`src/hw/rtl/afpa_pkg.sv`:
```
// Shared types and constants for the animation frame position advance block.
// No dependencies; every other file of the block imports this package.
`default_nettype none

package afpa_pkg;

  // Fixed widths of the request and result fields.
  localparam int unsigned FIELD_W = 16;
  localparam int unsigned PART_W  = 2;
  // Frame index plus one increment needs one extra bit during the walk.
  localparam int unsigned FRAME_W = FIELD_W + 1;

  // Configuration port.
  localparam int unsigned CFG_IDX_W  = 2;
  localparam int unsigned CFG_DATA_W = 64;
  localparam int unsigned PCOUNT_W   = 3;

  localparam logic [CFG_IDX_W-1:0] REG_PART_COUNT  = 2'd0;
  localparam logic [CFG_IDX_W-1:0] REG_FRAME_COUNT = 2'd1;
  localparam logic [CFG_IDX_W-1:0] REG_LOOP_COUNT  = 2'd2;

  localparam logic [PCOUNT_W-1:0]   PART_COUNT_RST  = 3'd1;
  localparam logic [CFG_DATA_W-1:0] FRAME_COUNT_RST = 64'h0000_0000_0000_0001;
  localparam logic [CFG_DATA_W-1:0] LOOP_COUNT_RST  = 64'h0001_0001_0001_0001;

  // Configuration view of the part the sequencer is working on.
  typedef struct packed {
    logic [PART_W-1:0]  last;    // index of the last part in use
    logic [FIELD_W-1:0] frames;  // frame count of the selected part
    logic [FIELD_W-1:0] plays;   // play count of the selected part, never zero
  } part_info_t;

endpackage

`default_nettype wire

```
`src/hw/rtl/afpa_cfg_regs.sv`:
```
// Configuration registers and the per-part count selection.
// Depends on afpa_pkg.
`default_nettype none

module afpa_cfg_regs
  import afpa_pkg::*;
#(
  parameter int unsigned MAX_PARTS   = 4,
  parameter int unsigned COUNT_WIDTH = 16
) (
  input  wire logic                  clk_i,
  input  wire logic                  rst_ni,
  input  wire logic                  cfg_we_i,
  input  wire logic [CFG_IDX_W-1:0]  cfg_idx_i,
  input  wire logic [CFG_DATA_W-1:0] cfg_data_i,
  input  wire logic [PART_W-1:0]     part_i,
  output      part_info_t            info_o
);

  localparam logic [FIELD_W-1:0]  COUNT_MASK = FIELD_W'((17'd1 << COUNT_WIDTH) - 17'd1);
  localparam logic [PCOUNT_W-1:0] MAX_P      = PCOUNT_W'(MAX_PARTS);

  logic [PCOUNT_W-1:0]   part_count_q;
  logic [CFG_DATA_W-1:0] frame_counts_q;
  logic [CFG_DATA_W-1:0] loop_counts_q;
  logic [PCOUNT_W-1:0]   parts_used;
  logic [FIELD_W-1:0]    plays_raw;

  always_ff @(posedge clk_i or negedge rst_ni) begin
    if (!rst_ni) begin
      part_count_q   <= PART_COUNT_RST;
      frame_counts_q <= FRAME_COUNT_RST;
      loop_counts_q  <= LOOP_COUNT_RST;
    end else if (cfg_we_i) begin
      unique case (cfg_idx_i)
        REG_PART_COUNT:  part_count_q   <= cfg_data_i[PCOUNT_W-1:0];
        REG_FRAME_COUNT: frame_counts_q <= cfg_data_i;
        REG_LOOP_COUNT:  loop_counts_q  <= cfg_data_i;
        default: ;
      endcase
    end
  end

  // A part count of zero means one part; anything above the maximum saturates.
  always_comb begin
    priority if (part_count_q == '0) begin
      parts_used = PCOUNT_W'(1);
    end else if (part_count_q > MAX_P) begin
      parts_used = MAX_P;
    end else begin
      parts_used = part_count_q;
    end
  end

  assign plays_raw = loop_counts_q[part_i*FIELD_W +: FIELD_W] & COUNT_MASK;

  assign info_o.last   = PART_W'(parts_used - PCOUNT_W'(1));
  assign info_o.frames = frame_counts_q[part_i*FIELD_W +: FIELD_W] & COUNT_MASK;
  // A play count of zero plays the part once.
  assign info_o.plays  = (plays_raw == '0) ? FIELD_W'(1) : plays_raw;

endmodule

`default_nettype wire

```
`config.mk`:
```
export PLATFORM = sky130hd
export DESIGN_NAME = afpa_cfg_regs
export DESIGN_NICKNAME = d
export VERILOG_FILES = /design/src/hw/rtl/afpa_pkg.sv /design/src/hw/rtl/afpa_cfg_regs.sv
export SDC_FILE = /design/constraint.sdc
export NUM_CORES = 1
export LEC_CHECK = 0
export CORE_MARGIN = 8
export CORE_UTILIZATION = 60
export CTS_CLUSTER_SIZE = 12
export DETAILED_ROUTE_END_ITERATION = 7
export DONT_BUFFER_PORTS = 1
export GPL_TIMING_DRIVEN = 1
export HOLD_SLACK_MARGIN = 0.03
export PLACE_DENSITY = 0.86
export REMOVE_ABC_BUFFERS = 1
export SYNTH_ARGS = -nofsm -noshare
export SYNTH_HDL_FRONTEND = slang
export SYNTH_SLANG_ARGS = --single-unit
```
`constraint.sdc`:
```
create_clock -name clk_i -period 2.1 [get_ports clk_i]
set_clock_uncertainty 0.05 [all_clocks]
set_input_delay 0.21 -clock clk_i [delete_from_list [all_inputs] [get_ports clk_i]]
set_output_delay 0.21 -clock clk_i [all_outputs]
set_load 0.05 [all_outputs]
```
==> results.py, run 1 <==
metrics = {
    "run_status": {
        "run_status": "finished, violations left",
        "violations": "hold timing, setup timing",
    },
    "final_layout": {
        "fill_cells": 500,
        "nets": 487,
        "drive_gt1_share_pct": 51.99,
        "fin_cells": 538,
        "antenna_cells": 0,
        "area_delta_synth_final_pct": 27.30,
        "stdcell_area_um2": 7204,
    },
    "logic_synthesis": {
        "synth_area_um2": 5659,
        "synth_flop_cell": "dfrtp_1",
        "yosysSeqAreaShare_pct": 58.06,
        "synth_area_leaders": "dfrtp_1 55%, mux2_2 26%, mux4_2 12%",
        "synth.avg_cell_area_um2": 17.31,
        "ys_seq_elements": 131,
        "synth_commonest_cells": "130 x mux2_2, 125 x dfrtp_1, 31 x mux4_2",
        "synth_compound_area_share_pct": 0.5085,
        "synth_most_common_cell": "mux2_2",
        "synthSimpleGateAreaFrac_pct": 1.039,
        "synth_xor_area_share_pct": 0,
        "muxShareOfSynthArea_pct": 38.67,
        "synth_top_cell_by_area": "dfrtp_1",
        "synth_warnings": 0,
        "ys_types": 19,
        "yosysTopAreaCellShare_pct": 55.27,
        "synth_adder_area_share_pct": 0,
        "async_flop_share_pct": 100.0,
        "syn_inst": 327,
        "synth_top_family_by_area": "multiplexers",
        "synth_edf_count": 0,
    },
    "worst_setup_path": {
        "critical_path.cell_chain": "mux4_2 > or4_4 > nor4_4 > a31o_1 > buf_12",
        "crit_fanout": 2,
        "critPathTopFamily": "simple AND/OR/NAND/NOR gates",
        "critPathBufInv": 1,
        "worst_setup_path_end_kind": "output port",
        "timing.rr.end": "part_count_q[0]$_DFFE_PN1P_",
        "worstSetupStartpointType": "register",
        "reg2reg_slack_ns": 0.63,
        "required_ns": 1.84,
        "reg2reg_from": "part_count_q[0]$_DFFE_PN1P_",
        "critPathArrivalTime_ns": 2.50,
        "crit_path_top_delay_cell": "or4_4",
        "cp_slowest_stage_delay_ns": 0.57,
        "reg2reg_depth": 3,
        "worstSetupPathType": "register to output port",
    },
    "global_routing": {
        "grtUsageTotal_pct": 20.73,
        "antenna_found_initial": 0,
        "overflow": 0,
        "grt_pass1_wl_um": 20170,
        "grt_max_degree": 132,
        "first_global_vias": 3622,
    },
    "detailed_routing": {
        "wl_per_cell_um": 23.05,
        "finalWirelength_um": 12400,
        "viasPerCell": 5.950,
        "drtAntennaViolNets": 0,
        "vias": 3201,
        "drt_iter0_markers": 139,
        "drcViolationCount": 0,
        "drt_pass1_iterations": 4,
    },
    "sta": {
        "setup_viol": 1,
        "clock.fmax_ghz": 0.3626,
        "slew_viol_final": 0,
        "worst_pin_slew_ns": 0.5447,
        "rsz0062_at_grt": "true",
        "slew-limit-headroom_pct": 63.69,
        "worst_slack_ns": -0.6579,
        "whs_ns": -0.6493,
        "period_share_pct": 131.3,
        "hold_viol_final": 131,
        "fin_crit_ns": 2.758,
    },
    "clock_tree": {
        "clock_path_buffers": 2,
        "clockRootBuffer": "clkbuf_8",
        "cts_tree": "yes",
        "ctsHoldBuffers": 69,
        "clk_pin_slew_ns": 0.06,
        "htree_levels": 4,
        "cts_sinks": 131,
        "cts_buffers": 17,
        "clk-insertion-delay-late_ns": 0.50,
    },
    "power_and_ir_drop": {
        "power.density_nw_per_um2": 1114,
        "cellLeakagePower_nw": 3.034,
        "irDropWorstVdd_mv": 0.6352,
    },
    "min_path": {
        "min_path_type": "input port to async pin",
    },
    "placed_design": {
        "dp_cells": 437,
        "place_area_um2": 5879,
        "gp_congestion": 0.7605,
        "place.port_buffers": 0,
        "place_ws_ns": -0.1962,
        "place_hpwl_um": 7626,
    },
    "floorplan": {
        "initial_core_util_pct": 61.54,
        "rows": 35,
        "core_um2": 9196,
        "die_w_um": 113.1,
        "ios": 105,
        "dieArea_um2": 12800,
        "die_h_um": 113.1,
    },
    "job": {
        "cap_violations": 0,
    },
}
-- kinds of logic (layout without fill, tap and decap cells) --
kind of cell	count (synthesis)	count (layout)
AND/OR/NAND/NOR	8	8
multiplexers	162	162
buffers and inverters	22	122
AO/OA/AOI/OAI	4	4
flip-flops	131	131
-- metrics by stage --
stage	hold WS (ns)	TNS, ns	power [W]	utilization (%)
2_1_floorplan	-0.1356	-71.60	0.004565	-
3_3_place_gp	-0.1319	-0.1831	0.004820	63.93
3_5_place_dp	-0.1317	-0.1962	0.004911	63.93
4_1_cts	-0.6737	-0.7443	0.008050	78.12
5_1_grt	-0.6855	-0.7442	0.008332	78.34
6_report	-0.6493	-0.6579	0.008029	78.34
-- flip-flops by register name (all words and copies together), names as in the netlist --
| name | flops |
|---|---|
| frame_counts_q | 64 |
| part_count_q | 3 |
| loop_counts_q | 64 |
-- layer usage --
layer / GRT usage, % / share of wire [%] / wire length [um] / up-vias
met5: 0 / 0 / 0 / -
met2: 32.78 / 50 / 6259 / 93
met4: 8.881 / 1.6 / 201 / 0
li1: - / - / - / 1414
met3: 7.188 / 5.7 / 704 / 16
met1: 25.42 / 42 / 5234 / 1678
-- where the power goes --
part           switching (W)  internal [W]  total (W)
Clock                0.00107       0.00191    0.00298
Sequential          0.000247       0.00302    0.00327
Combinational       0.000950      0.000827    0.00178
-- cell type report --
class | count | area, um2 | area share (%)
clock inverter | 13 | 187.7 | 2.605
sequential | 131 | 3286 | 45.61
clock buffer | 17 | 414.1 | 5.749
multi-input combinational | 174 | 2293 | 31.83
timing repair buffer | 91 | 880.8 | 12.23
tap | 111 | 138.9 | 1.928
inverter | 1 | 3.754 | 0.05210
-- how the worst max path moves through the flow --
| stage | cells after the start | startpoint | to | slack [ns] |
|---|---|---|---|---|
| after floorplan | 2 | cfg_idx_i[1] | frame_counts_q[10]$_DFFE_PN0P_ | -0.56 |
| after global placement | 5 | loop_counts_q[55]$_DFFE_PN0P_ | info_o[0] | -0.18 |
| after detailed placement | 5 | loop_counts_q[55]$_DFFE_PN0P_ | info_o[0] | -0.20 |
| after CTS | 5 | loop_counts_q[37]$_DFFE_PN0P_ | info_o[0] | -0.74 |
| after global routing | 5 | loop_counts_q[55]$_DFFE_PN0P_ | info_o[0] | -0.74 |
| final | 5 | loop_counts_q[53]$_DFFE_PN0P_ | info_o[0] | -0.66 |
-- repair_timing --
item                       in CTS  in global routing
buffers inserted                0                  2
pin swaps                       3                  3
gates resized for setup         2                  1
setup endpoints to repair       1                  2
hold endpoints to repair      262                131
-- layout by cell type (no fill, tap or decap), types with 2 or more instances in the layout --
cell type      instances
a21o_1                 2
nor4_1                 2
clkbuf_16             16
buf_4                 20
clkinvlp_4             3
bufinv_16              4
nand3b_1               2
mux4_2                31
buf_12                 2
dfrtp_1              125
dfstp_2                6
clkinv_4               4
clkinv_2               2
mux2_2               130
dlygate4sd3_1         69
Power figures use the tool's default switching activity.
==> run 2: changes to the inputs <==
--- a/config.mk
+++ b/config.mk
@@ -12,7 +12,7 @@
 export DONT_BUFFER_PORTS = 1
 export GPL_TIMING_DRIVEN = 1
 export HOLD_SLACK_MARGIN = 0.03
-export PLACE_DENSITY = 0.86
+export PLACE_DENSITY = 0.76
 export REMOVE_ABC_BUFFERS = 1
 export SYNTH_ARGS = -nofsm -noshare
 export SYNTH_HDL_FRONTEND = slang
==> run 2 against run 1 <==
Against the previous run:
- the flow still finishes with violations (hold timing, setup timing)
- flip-flop and latch count is the same
- count of clock-buffer cells in the layout grew 5
- die area is the same
- global-route usage shrank 0.41 points
- first-iteration DRC count grew 4.3%
- final cell count shrank 0.19%
- clock power grew 6%
- critical path depth is the same
- critical endpoint unchanged
- largest cell class unchanged
==> results.py, run 2 (same netlist as run 1, synthesis figures left out) <==
metrics = {
    "global_routing": {
        "antenna_found_initial": 0,
        "first_global_vias": 3737,
        "grt_max_degree": 132,
        "grtUsageTotal_pct": 20.32,
        "grt_pass1_wl_um": 19770,
        "overflow": 0,
    },
    "detailed_routing": {
        "drt_pass1_iterations": 4,
        "wl_per_cell_um": 22.18,
        "viasPerCell": 5.888,
        "drt_iter0_markers": 145,
        "drcViolationCount": 0,
        "finalWirelength_um": 11910,
        "drtAntennaViolNets": 0,
        "vias": 3162,
    },
    "floorplan": {
        "core_um2": 9196,
        "initial_core_util_pct": 61.54,
        "rows": 35,
        "die_w_um": 113.1,
        "dieArea_um2": 12800,
        "die_h_um": 113.1,
        "ios": 105,
    },
    "sta": {
        "clock.fmax_ghz": 0.3646,
        "worst_pin_slew_ns": 0.4691,
        "worst_slack_ns": -0.6424,
        "fin_crit_ns": 2.742,
        "hold_viol_final": 131,
        "slew_viol_final": 0,
        "slew-limit-headroom_pct": 68.81,
        "rsz0062_at_grt": "true",
        "whs_ns": -0.6607,
        "period_share_pct": 130.6,
        "setup_viol": 1,
    },
    "final_layout": {
        "antenna_cells": 0,
        "drive_gt1_share_pct": 51.41,
        "mostFrequentLayoutCells": "130 x mux2_2, 125 x dfrtp_1, 69 x dlygate4sd3_1",
        "top_regs": "frame_counts_q: 64 flops, loop_counts_q: 64 flops, part_count_q: 3 flops",
        "multi_input_area_um2": 2293,
        "area_delta_synth_final_pct": 27.81,
        "fin_cells": 537,
        "fill_cells": 510,
        "seq_area_um2": 3286,
        "nets": 484,
        "final_core_util_pct": 78.65,
        "layout_commonest_cell": "mux2_2",
    },
    "clock_tree": {
        "clock_path_buffers": 2,
        "ctsHoldBuffers": 69,
        "cts_buffers": 17,
        "clk-insertion-delay-late_ns": 0.51,
        "cts_sinks": 131,
        "clk_pin_slew_ns": 0.06,
        "cts_tree": "yes",
        "postCtsSetupBuffers": 0,
        "htree_levels": 4,
        "clockRootBuffer": "clkbuf_8",
    },
    "worst_setup_path": {
        "cp_slowest_stage_delay_ns": 0.57,
        "critPathBufInv": 1,
        "worst_setup_path_end_kind": "output port",
        "critPathTopFamily": "simple AND/OR/NAND/NOR gates",
        "crit_fanout": 2,
        "required_ns": 1.84,
        "worstSetupStartpointType": "register",
        "worstSetupPathType": "register to output port",
        "critPathArrivalTime_ns": 2.48,
        "crit_path_top_delay_cell": "or4_4",
        "critical_path.cell_chain": "mux4_2 > or4_4 > nor4_4 > a31o_1 > buf_12",
    },
    "run_status": {
        "run_status": "finished, violations left",
        "violations": "hold timing, setup timing",
    },
    "min_path": {
        "min_path_type": "input port to async pin",
    },
    "power_and_ir_drop": {
        "power.density_nw_per_um2": 1131,
        "irDropWorstVdd_mv": 0.7075,
        "cellLeakagePower_nw": 3.055,
    },
    "job": {
        "cap_violations": 0,
    },
    "placed_design": {
        "gp_congestion": 0.6920,
        "dp_cells": 436,
        "place_hpwl_um": 7335,
        "place.port_buffers": 0,
    },
}
-- run 2: cell count changes in the layout (fill, tap and decap cells not counted), moves of 2 or more --
cell        change
buf_4           -4
clkinv_4        -4
clkbuf_8        +3
clkbuf_1        +2
clkinv_2        +2
clkinvlp_4      -2
-- run 2: power by group --
group	leakage [nW]	switching [W]	internal, W
clock network	0.315	0.00104	0.00213
registers	1.54	0.000241	0.00302
logic	1.20	0.000929	0.000814
-- run 2: what timing repair did --
item,CTS,global route
cloned,0,0
hold endpoints to repair,262,131
gates resized for setup,2,1
pin swaps,0,0
endpoints found under the setup margin,1,2
-- run 2: path summary, 6_finish.rpt --
check	start	end	slack, ns	cells after the start
min	rst_ni	frame_counts_q[8]$_DFFE_PN0P_	-0.66	0
min reg2reg	frame_counts_q[45]$_DFFE_PN0P_	frame_counts_q[45]$_DFFE_PN0P_	0.45	1
min in group clk_i	cfg_idx_i[0]	frame_counts_q[56]$_DFFE_PN0P_	0.28	3
max reg2reg	part_count_q[0]$_DFFE_PN1P_	part_count_q[0]$_DFFE_PN1P_	0.68	3
max	loop_counts_q[55]$_DFFE_PN0P_	info_o[0]	-0.64	5
max in group asynchronous	rst_ni	loop_counts_q[48]$_DFFE_PN1P_	2.43	0
-- run 2: through the flow --
stage               power [W]  worst slack (ns)  area (um2)  setup TNS, ns  hold slack, ns
floorplan            0.004565           -0.5582        5565         -71.60         -0.1356
global placement     0.004829           -0.1416        5884        -0.1416         -0.1311
detailed placement   0.004909           -0.1491        5884        -0.1491         -0.1315
CTS                  0.008250           -0.6702        7228        -0.6702         -0.6853
global route         0.008496           -0.7355        7233        -0.7355         -0.6987
finish               0.008179           -0.6424        7233        -0.6424         -0.6607
-- run 2: final cells by class --
cell class,instances,area share (%)
repair buffers,88,12.04
well taps,111,1.920
clock buffers,22,6.400
flip-flops and latches,131,45.42
clock inverters,10,2.456
multi-input cells,174,31.71
inverters,1,0.05189
-- run 2: layer usage --
metal / part of all wire [%] / track usage (%) / wire [um] / up-vias
met4: 1.7 / 8.082 / 202 / 0
met1: 41 / 23.34 / 4830 / 1660
met3: 5.6 / 7.561 / 668 / 18
met5: 0 / 0 / 0 / -
met2: 52 / 33.81 / 6210 / 75
li1: - / - / - / 1409
